==> src/hw/rtl/tcw_pkg.sv <==
// Package with the shared word types, command codes and constants of the text console.
`default_nettype none

package tcw_pkg;

  localparam int FUNC_W = 2;
  localparam int CHAR_W = 8;
  localparam int CIDX_W = 11;
  localparam int CELL_W = 16;
  localparam int POS_W  = 11;
  localparam int OP_W   = 3;

  localparam logic [FUNC_W-1:0] FUNC_PUT   = 2'd0;
  localparam logic [FUNC_W-1:0] FUNC_CLEAR = 2'd1;
  localparam logic [FUNC_W-1:0] FUNC_READ  = 2'd2;

  localparam logic [OP_W-1:0] OP_PUT     = 3'd0;
  localparam logic [OP_W-1:0] OP_NEWLINE = 3'd1;
  localparam logic [OP_W-1:0] OP_CLEAR   = 3'd2;
  localparam logic [OP_W-1:0] OP_READ    = 3'd3;
  localparam logic [OP_W-1:0] OP_NOP     = 3'd4;

  localparam logic [CHAR_W-1:0] NEWLINE_CODE = 8'h0A;
  localparam logic [CHAR_W-1:0] NUL_CODE     = 8'h00;
  localparam logic [CELL_W-1:0] BLANK_CELL   = 16'h0720;

  localparam int          PADDR_W         = 3;
  localparam logic        REG_TEXT_COLOR  = 1'b0;
  localparam logic [7:0]  TEXT_COLOR_INIT = 8'h07;

  typedef struct packed {
    logic [FUNC_W-1:0] func;
    logic [CHAR_W-1:0] char_byte;
    logic [CIDX_W-1:0] cell_index;
  } item_t;

  typedef struct packed {
    logic [CELL_W-1:0] cell_data;
    logic [POS_W-1:0]  cursor_pos;
    logic [CHAR_W-1:0] serial_byte;
    logic              serial_valid;
    logic              scrolled;
  } res_t;

  typedef struct packed {
    logic [OP_W-1:0]   op;
    logic [CHAR_W-1:0] ch;
    logic [CIDX_W-1:0] cidx;
  } cmd_t;

endpackage

`default_nettype wire

==> src/hw/rtl/tcw_result_q.sv <==
// Two-entry result queue between the engine and the result port.
`default_nettype none

module tcw_result_q
  import tcw_pkg::*;
(
  input  wire logic clk,
  input  wire logic rst,
  input  wire logic push,
  input  wire res_t din,
  output logic      full,
  output logic      empty,
  input  wire logic pop,
  output res_t      dout
);

  res_t       entries [2];
  logic [1:0] count;
  logic       wp;
  logic       rp;
  logic       do_push;
  logic       do_pop;

  assign full    = (count == 2'd2);
  assign empty   = (count == 2'd0);
  assign dout    = entries[rp];
  assign do_push = push && !full;
  assign do_pop  = pop && !empty;

  always_ff @(posedge clk) begin
    if (do_push) begin
      entries[wp] <= din;
    end
  end

  always_ff @(posedge clk) begin
    if (rst) begin
      count <= 2'd0;
      wp    <= 1'b0;
      rp    <= 1'b0;
    end else begin
      if (do_push) begin
        wp <= ~wp;
      end
      if (do_pop) begin
        rp <= ~rp;
      end
      case ({do_push, do_pop})
        2'b10:   count <= count + 2'd1;
        2'b01:   count <= count - 2'd1;
        default: count <= count;
      endcase
    end
  end

endmodule

`default_nettype wire

==> config.mk <==
export PLATFORM = sky130hd
export DESIGN_NAME = tcw_result_q
export DESIGN_NICKNAME = d
export VERILOG_FILES = /design/src/hw/rtl/tcw_pkg.sv /design/src/hw/rtl/tcw_result_q.sv
export SDC_FILE = /design/constraint.sdc
export NUM_CORES = 1
export LEC_CHECK = 0
export BUFFER_PORTS_ARGS = -buffer_cell sky130_fd_sc_hd__buf_2
export CAP_MARGIN = 20
export CELL_PAD_IN_SITES_DETAIL_PLACEMENT = 0
export CELL_PAD_IN_SITES_GLOBAL_PLACEMENT = 1
export CORE_MARGIN = 2
export CORE_UTILIZATION = 34
export DETAILED_ROUTE_END_ITERATION = 7
export PLACE_DENSITY_LB_ADDON = 0.1
export SETUP_SLACK_MARGIN = 0.1
export SYNTH_ARGS = -nofsm -noshare
export SYNTH_HDL_FRONTEND = slang
export SYNTH_SLANG_ARGS = --single-unit
==> constraint.sdc <==
create_clock -name clk -period 1.9 [get_ports clk]
set_input_delay 0.19 -clock clk [delete_from_list [all_inputs] [get_ports clk]]
set_output_delay 0.19 -clock clk [all_outputs]
set_load 0.005 [all_outputs]
==> summary.md <==
| Metric | Value |
|---|---|
| Fin. max-slew vios | 0 |
| Max stage delay on crit path | 0.43 ns |
| CP Class | reg -> reg |
| GR Util met3 | ~3.3% |
| Syn nets | 183 |
| GR Overflow Total | 0 |
| Logic pwr share | a little under a quarter |
| Power Density | roughly 1300 mW/mm^2 |
| Final period utilization | between 80 and 90% |
| Origin of the worst min-delay path | din[29] |
| Initial antenna violation count | 0 |
| Hold slack | 0.0424 ns |
| Hold Path Cell Cnt | 1 |
| Layout cells sized above 1 | roughly half |
| WHS Endpoint | entries[1][29]$_DFFE_PP_ |
| Starting Density | 35.1% |
| Flop pwr share | ~47% |
| Fin area | 0.00368 mm^2 |
| # IOs | 80 |
| Post-CTS setup repair buffer count | 0 |
| Worst Setup Start Kind | flop |
| TritonCTS buffer count | 9 |
| R2r endpoint | entries[0][20]$_DFFE_PP_ |
| Layout Cells excl Fill | 340 |
| Clock Pin Slew Worst Setup and Hold Paths | 0.07 ns |
| Setup Skew | 0.00433 ns |
| Distinct cell type count after synthesis | 18 |
| Worst-path cell chain | nand2b_2 > inv_2 > or3_1 > clkinvlp_4 > buf_12 |
| Req. time, crit path | 1.92 ns |
| Wirelength per Cell | 14.6 um |
| Fmax | 598 MHz |
| Register area share after synthesis | 80.6% |
| Top cell type's share of synthesized area | 77.1% |
| Cell area after synthesis | around 0.0029 mm^2 |
| Die height | around 96 um |
| Area of the die | just over 0.009 mm^2 |
| Clock share of power | 28.9% |
| DRC viols | 0 |
| Flops & latches, synth | 79 |
| CTS resizes | 0 |
| Flop-to-flop setup slack | 0.23 ns |
| Slowest library cell on the worst path | dfxtp_1 |
| CTS tree | built |
| GRT Util Overall | 11.5% |
| Synth warn | 0 |
| Most frequent cells in the layout | 79 x buf_2, 74 x edfxtp_1, 21 x mux2_2, 16 x mux2_1, 9 x clkbuf_8 |
| Avg Cell Area, Syn | between 20 and 25 um^2 |
| Layout overhead on the synthesized area | 27.6% |
| Final Hold Vio Count | 0 |
| Crit path from | count[0]$_SDFFE_PP0P_ |
| Core area | 0.00822 mm^2 |
| Static Leakage | 0.00138 uW |
| Grt met1 use | a little under an eighth |
| Worst flop-to-flop path startpoint | count[0]$_SDFFE_PP0P_ |
| I/O Buffers | 79 |
| Arr. time, crit path | 1.70 ns |
| Final setup TNS | 0 ns |
| Worst skew pair latency | 0.33 ns |
| Drt first-iter violations | 75 |
| Dpl cells | 325 |
| Cell accounting for the most synthesized area | edfxtp_1 |
| Number of vias per cell | 4.50 |
| Rows | 33 |
| Clock buffer depth | 2 |
| Min cycle time layout | around 1.7 ns |
| Psw | 1180 uW |
| Fill cell count | 744 |
| Num Clock Sinks | 79 |
| First-pass GRT wire length | 7530 um |
| Final-stage net count | 273 |
| Root Driver | clkbuf_8 |
| Max IR drop VDD | 592 uV |
| H-tree levels | 3 |
| Post-Route WL | 4980 um |
| Setup-failing EPs final | 0 |
| Max Fanout on Critical Path | 37 |
| DRT antenna net count | 0 |
| DRT Pass-1 Iters | 4 |
| Die X | 96.1 um |
| Worst setup EP type | flop |
| HPWL after DPL | roughly 3300 um |
| Min-delay worst type | in -> reg |
| Max-slew headroom | 80.6% |
| Depth of the most critical reg-to-reg path | 5 |
| Met2 Use GR | 20.7% |
| Unrepaired setup endpoints after global routing | no |
| Internal | 3660 uW |
| Synth area leaders | edfxtp_1 77%, mux2_2 8.2%, mux2_1 6.3%, dfxtp_1 3.5%, buf_2 0.69% |
| Sw Ratio | 24.4% |
| RePlAce Congestion | 0.675 |
| # hold bufs at CTS | 0 |
| Busiest grt layer | met2 |
| Placement Cell Area | 0.00345 mm^2 |
| Via count of the first global-routing pass | 1590 |
| Via count of the routed design | 1529 |
| Worst-margin pin slew | 0.291 ns |
| Largest net degree at the start of global routing | 38 |
| Most common cell after layout, fill and taps aside | buf_2 |
| Status | complete, no violations |
| Post-Syn Instances | about 140 |
| Maxcap violations | 0 |
| N_diodes | 0 |
==> synthesized netlist by cell type (all sizes together) <==
master  count
a21oi       2
and3        1
buf         4
dfxtp       5
edfxtp     74
ha          1
inv         3
mux2       37
nand2       1
nand2b      1
nor2        4
o21a        1
o21ai       2
or3         2
xnor2       2
xor2        1
==> worst max path at each step <==
stage	end
2_1_floorplan	entries[0][0]$_DFFE_PP_
3_3_place_gp	entries[0][30]$_DFFE_PP_
3_5_place_dp	entries[0][30]$_DFFE_PP_
4_1_cts	dout[32]
5_1_grt	entries[0][28]$_DFFE_PP_
6_report	entries[0][20]$_DFFE_PP_
==> per-stage QoR <==
| step | worst slack (ns) | utilization (%) | power (uW) |
|---|---|---|---|
| global placement | 0.303 | 42.0 | 3470 |
| CTS | 0.200 | 44.8 | 4930 |
| detailed placement | 0.233 | 42.0 | 3510 |
| global route | 0.139 | 44.8 | 5130 |
| finish | 0.229 | 44.8 | 4840 |
| floorplan | 0.168 | - | 2980 |
==> per-layer routing <==
metal	up-vias	part of all wire, %	wire [um]
met2	53	53	2660
met1	751	40	1970
met3	5	5.8	290
met4	0	1.1	56
li1	720	-	-
met5	-	0	0
==> logic make-up after synthesis <==
kind of cell	after synthesis	synth area share (%)
xor gates and xnor gates	3	0.912
buffers and inverters	7	1.09
and+or+nand+nor	9	1.61
DFF	79	80.6
AOI/OAI and AO/OA	5	0.955
adders and majority gates	1	0.434
muxes	37	14.5
==> sequential cells by signal, indices dropped and copies added (netlist names), named ones only <==
signal,count
count,2
rp,1
entries,74
wp,1
==> worst max-delay path: cells and delay by family (launching register included) <==
kind | cells | cell delay, ns
AND/OR/NAND/NOR | 2 | 0.55
flip-flops | 1 | 0.43
buffers and inverters | 3 | 0.38
==> cell type report <==
class,instances,area [um^2],share of cell area [%]
Clock buffer,11,131,3.57
Timing Repair Buffer,83,450,12.2
Tap cell,105,131,3.57
Sequential cell,79,2320,63.2
Inverter,3,15.0,0.408
Clock inverter,4,95.1,2.59
Multi-Input combinational cell,55,531,14.4
==> power groups by stage <==
stage                     Combinational (uW)  Clock [uW]  Sequential, uW
after floorplan                          688           0            2290
after global placement                  1160           0            2300
after detailed placement                1200           0            2320
after CTS                               1200        1450            2280
after global routing                    1300        1530            2300
final                                   1160        1400            2280
Power figures use the tool's default switching activity.
