## config.mk

```make
export PLATFORM = sky130hd
export DESIGN_NAME = tcw_front
export DESIGN_NICKNAME = d
export VERILOG_FILES = /design/src/hw/rtl/tcw_pkg.sv /design/src/hw/rtl/tcw_front.sv
export SDC_FILE = /design/constraint.sdc
export NUM_CORES = 1
export LEC_CHECK = 0
export ABC_AREA = 1
export BUFFER_PORTS_ARGS = -buffer_cell sky130_fd_sc_hd__buf_2
export CORE_ASPECT_RATIO = 1.25
export CORE_MARGIN = 3
export CORE_UTILIZATION = 52
export DETAILED_ROUTE_END_ITERATION = 8
export PLACE_DENSITY = 0.78
export SLEW_MARGIN = 15
export SYNTH_ARGS = -nofsm -noshare
export SYNTH_HDL_FRONTEND = slang
export SYNTH_SLANG_ARGS = --single-unit
export TNS_END_PERCENT = 20
```

## constraint.sdc

```tcl
create_clock -name clk -period 2.3 [get_ports clk]
set_clock_uncertainty 0.05 [all_clocks]
set_input_delay 0.46 -clock clk [delete_from_list [all_inputs] [get_ports clk]]
set_output_delay 0.46 -clock clk [all_outputs]
set_load 0.03 [all_outputs]
```

## src/hw/rtl/tcw_pkg.sv

```systemverilog
// Package with the shared word types, command codes and constants of the text console.
`default_nettype none

package tcw_pkg;

  localparam int FUNC_W = 2;
  localparam int CHAR_W = 8;
  localparam int CIDX_W = 11;
  localparam int CELL_W = 16;
  localparam int POS_W  = 11;
  localparam int OP_W   = 3;

  localparam logic [FUNC_W-1:0] FUNC_PUT   = 2'd0;
  localparam logic [FUNC_W-1:0] FUNC_CLEAR = 2'd1;
  localparam logic [FUNC_W-1:0] FUNC_READ  = 2'd2;

  localparam logic [OP_W-1:0] OP_PUT     = 3'd0;
  localparam logic [OP_W-1:0] OP_NEWLINE = 3'd1;
  localparam logic [OP_W-1:0] OP_CLEAR   = 3'd2;
  localparam logic [OP_W-1:0] OP_READ    = 3'd3;
  localparam logic [OP_W-1:0] OP_NOP     = 3'd4;

  localparam logic [CHAR_W-1:0] NEWLINE_CODE = 8'h0A;
  localparam logic [CHAR_W-1:0] NUL_CODE     = 8'h00;
  localparam logic [CELL_W-1:0] BLANK_CELL   = 16'h0720;

  localparam int          PADDR_W         = 3;
  localparam logic        REG_TEXT_COLOR  = 1'b0;
  localparam logic [7:0]  TEXT_COLOR_INIT = 8'h07;

  typedef struct packed {
    logic [FUNC_W-1:0] func;
    logic [CHAR_W-1:0] char_byte;
    logic [CIDX_W-1:0] cell_index;
  } item_t;

  typedef struct packed {
    logic [CELL_W-1:0] cell_data;
    logic [POS_W-1:0]  cursor_pos;
    logic [CHAR_W-1:0] serial_byte;
    logic              serial_valid;
    logic              scrolled;
  } res_t;

  typedef struct packed {
    logic [OP_W-1:0]   op;
    logic [CHAR_W-1:0] ch;
    logic [CIDX_W-1:0] cidx;
  } cmd_t;

endpackage

`default_nettype wire

```

## src/hw/rtl/tcw_front.sv

```systemverilog
// Front end: decodes incoming words into commands and holds them in a two-entry queue.
`default_nettype none

module tcw_front
  import tcw_pkg::*;
(
  input  wire logic  clk,
  input  wire logic  rst,
  input  wire logic  push,
  input  wire item_t item,
  output logic       full,
  output logic       cmd_valid,
  output cmd_t       cmd,
  input  wire logic  cmd_pop
);

  cmd_t       entries [2];
  logic [1:0] count;
  logic       wp;
  logic       rp;
  cmd_t       dec;
  logic       do_push;
  logic       do_pop;

  // A put of the newline code moves the cursor only, so it gets its own command.
  always_comb begin
    dec.ch   = item.char_byte;
    dec.cidx = item.cell_index;
    case (item.func)
      FUNC_PUT: begin
        dec.op = (item.char_byte == NEWLINE_CODE) ? OP_NEWLINE : OP_PUT;
      end
      FUNC_CLEAR: begin
        dec.op = OP_CLEAR;
      end
      FUNC_READ: begin
        dec.op = OP_READ;
      end
      default: begin
        dec.op = OP_NOP;
      end
    endcase
  end

  assign full      = (count == 2'd2);
  assign cmd_valid = (count != 2'd0);
  assign cmd       = entries[rp];
  assign do_push   = push && !full;
  assign do_pop    = cmd_pop && cmd_valid;

  always_ff @(posedge clk) begin
    if (do_push) begin
      entries[wp] <= dec;
    end
  end

  always_ff @(posedge clk) begin
    if (rst) begin
      count <= 2'd0;
      wp    <= 1'b0;
      rp    <= 1'b0;
    end else begin
      if (do_push) begin
        wp <= ~wp;
      end
      if (do_pop) begin
        rp <= ~rp;
      end
      case ({do_push, do_pop})
        2'b10:   count <= count + 2'd1;
        2'b01:   count <= count - 2'd1;
        default: count <= count;
      endcase
    end
  end

endmodule

`default_nettype wire

```

==> impl_metrics.toml <==
[cells_and_area]
num-fill-cells = 269
area_delta_synth_final_pct = 21.9
multiInputGateArea_sq_um = 524
finalNetCount = 206
area.sequential_sq_um = 1420
diodes = 0
drive_above_1_share_pct = 52.0

[timing]
timing.max_slew.rel_slack_pct = 70.7
final.setup.tns_ps = 0
final-hold-violation-count = 0
clock.fmax_mhz = 520
setup_violations = 0
fin_max_slew_vios = 0
period_needed_ps = 1920
rsz0062_at_grt = "false"
worst_pin_slew_ps = 438
post-route-period-util_pct = 83.6

[global_routing]
grt_overflow = 0
grt_util_all_layers_pct = 16.3
largest_net_degree_at_the_start_of_global_routing = 16
antenna_found_initial = 0
grt_first_pass_wirelength_microns = 5240
via_count_of_the_first_global_routing_pass = 1167

[yosys]
yosys.area_share.adder_pct = 1.87
synth-xor-area-share_pct = 0
post_synth_mux_area_share_pct = 16.1
syn_area_sq_um = 2010
synth.net_count = 148
synthesis.area_per_instance_sq_um = 16.8
yosys.area_share.simple_pct = 6.85
synth_compound_gate_area_share_pct = 1.18
synthDistinctLibCells = 18
synth_top_family_by_area = "multiplexers"
postSynthCellCount = 120
register_bit_total_from_synthesis = 49
share_of_synthesized_area_occupied_by_flip_flops_and_latches_pct = 70.7
ys_warn_count = 0

[min_path]
worstHoldPathType = "input port to flop"
min_path_cells = 1
min_delay_worst_endpoint = "entries[0][8]"
hold_start = "item[8]"

[detailed_routing]
routedWlPerCell_microns = 15.2
route.antenna.remaining_nets = 0
vias_post_dr = 1086
drt-pass1-iter-count = 4
postRouteWirelength_microns = 3310
first_iter_violations = 24
avgViaCountPerCell = 4.98
route.detailed.drc = 0

[cts]
cts.path.max_buffers = 2
cts_tree = "yes"
clockRootBuffer = "sky130_fd_sc_hd__clkbuf_8"
insertion_delay_ps = 290
cts.repair_timing.setup_buffer_count = 0
cts_hold_buf = 0
htree_num_levels = 2
cts_repair_resize_count = 0
clk_pin_slew_worst_paths_ps = 80
tritoncts_num_sinks = 49
number_of_buffers_created_by_cts = 5

[placement]
globalplace.congestion = 0.708
placement.io_buffers = 48
dp_hpwl_microns = 2530

[pwr]
ir_drop_mv = 0.938
p_per_area_nw_per_um2 = 1040
p_leak_uw = 0.00104
post-layout-total-power_uw = 2540

[worst_setup_path]
path_max_fanout = 11
cp_slowest_stage_delay_ps = 370
crit_required_ps = 1790
critical_path_startpoint_category = "flop"
arrival_time_of_data_at_the_critical_path_endpoint_ps = 1410
critical_path.n_buffers_inverters = 2
rr_startpoint = "count[1]"
worstSetupPathType = "flop to primary output"
timing.reg2reg.setup_slack_ps = 660
critical_path.reg2reg.endpoint = "entries[0][20]"
worst_setup_path_end_kind = "primary output"
worstPathCellList = "buf_4, mux2_2, buf_2"
worstRegToRegCells = 6
critPathTopFamily = "buffers and inverters"
slowest_stage = "sky130_fd_sc_hd__mux2_2"

[floorplanning]
row_count = 24
top_level_ports = 49
start_util_pct = 55.8
die_y_microns = 75.5
fp.dieArea_sq_um = 4650
placeableCoreArea_sq_um = 3600
die_x_microns = 61.6

[job]
drv.max_cap_violation_count = 0

[status]
run_status = "complete, no violations"
how the worst max path moves through the flow:
stage | cells after the start | start | slack [ps] | endpoint
CTS | 3 | flop | 350 | cmd[21]
finish | 3 | flop | 380 | cmd[21]
floorplan | 4 | count[0] | 200 | entries[0][0]
global route | 3 | flop | 300 | cmd[21]
global placement | 6 | push | 590 | entries[0][13]
detailed placement | 6 | push | 510 | entries[0][13]
final cells by class:
type                       instances  share of cell area (%)
sequential                        49                    58.0
tap                               39                    1.99
clock inverter                     3                    2.65
multi-input combinational         57                    21.4
clock buffer                       5                    2.81
timing repair buffer              53                    11.3
inverter                          12                    1.84
power breakdown:
group	total (uW)	internal, uW	switching, uW
logic	720	279	441
clock network	692	431	261
registers	1130	1090	38.2
total	2540	1800	740
synthesized netlist by cell type (all sizes together):
cell	n	area, sq um
a21oi	1	5.00
mux2	22	323
nand4	1	6.26
nand2	10	55.1
inv	12	45.0
edfxtp	44	1320
nor2	15	61.3
nand3b	2	15.0
dfxtp	5	100
buf	2	22.5
o21ai	3	18.8
ha	3	37.5
worst register-to-register path: stages, from the launching register on:
cell and delay (ps):
sky130_fd_sc_hd__dfxtp_1 340, sky130_fd_sc_hd__inv_2 90, sky130_fd_sc_hd__nor2_2 50, sky130_fd_sc_hd__nor2_2 130
sky130_fd_sc_hd__inv_1 80, sky130_fd_sc_hd__nor2_2 350, sky130_fd_sc_hd__buf_4 260
cell usage in the layout, fill, tap and decap left out, drive strengths merged:
| cell type | netlist | final |
|---|---|---|
| ha | 3 | 3 |
| buf | 2 | 53 |
| inv | 12 | 12 |
| dfxtp | 5 | 5 |
| o21ai | 3 | 3 |
| nand4 | 1 | 1 |
| clkbuf | 0 | 5 |
| nor2 | 15 | 15 |
| edfxtp | 44 | 44 |
| bufinv | 0 | 2 |
| nand3b | 2 | 2 |
| clkinv | 0 | 1 |
| nand2 | 10 | 10 |
| a21oi | 1 | 1 |
| mux2 | 22 | 22 |
cell families after synthesis:
logic type	count (synthesis)
AOI/OAI and AO/OA	4
adders and majority gates	3
buffers and inverters	14
DFF	49
muxes	22
and+or+nand+nor	28
layer usage:
metal	track usage, %	wire length (microns)
met1	17.1	1170
met2	28.6	1910
met3	5.25	164
met4	8.49	59
met5	0	0
per-stage QoR:
step / cell area (sq um) / hold WS [ps] / std cells / utilization (%) / setup WS (ps)
2_1_floorplan: 2010 / 414 / 120 / - / 203
3_3_place_gp: 2320 / 428 / 210 / 64.3 / 586
3_5_place_dp: 2320 / 446 / 210 / 64.3 / 507
4_1_cts: 2450 / 291 / 218 / 68.0 / 350
5_1_grt: 2450 / 283 / 218 / 68.0 / 296
6_report: 2450 / 297 / 218 / 68.0 / 376
flip-flops by register name, summed over array words and instances, names as in the netlist, named ones only:
register  flops
wp            1
rp            1
entries      44
count         2
No activity file was read; power rests on OpenSTA's default activity.
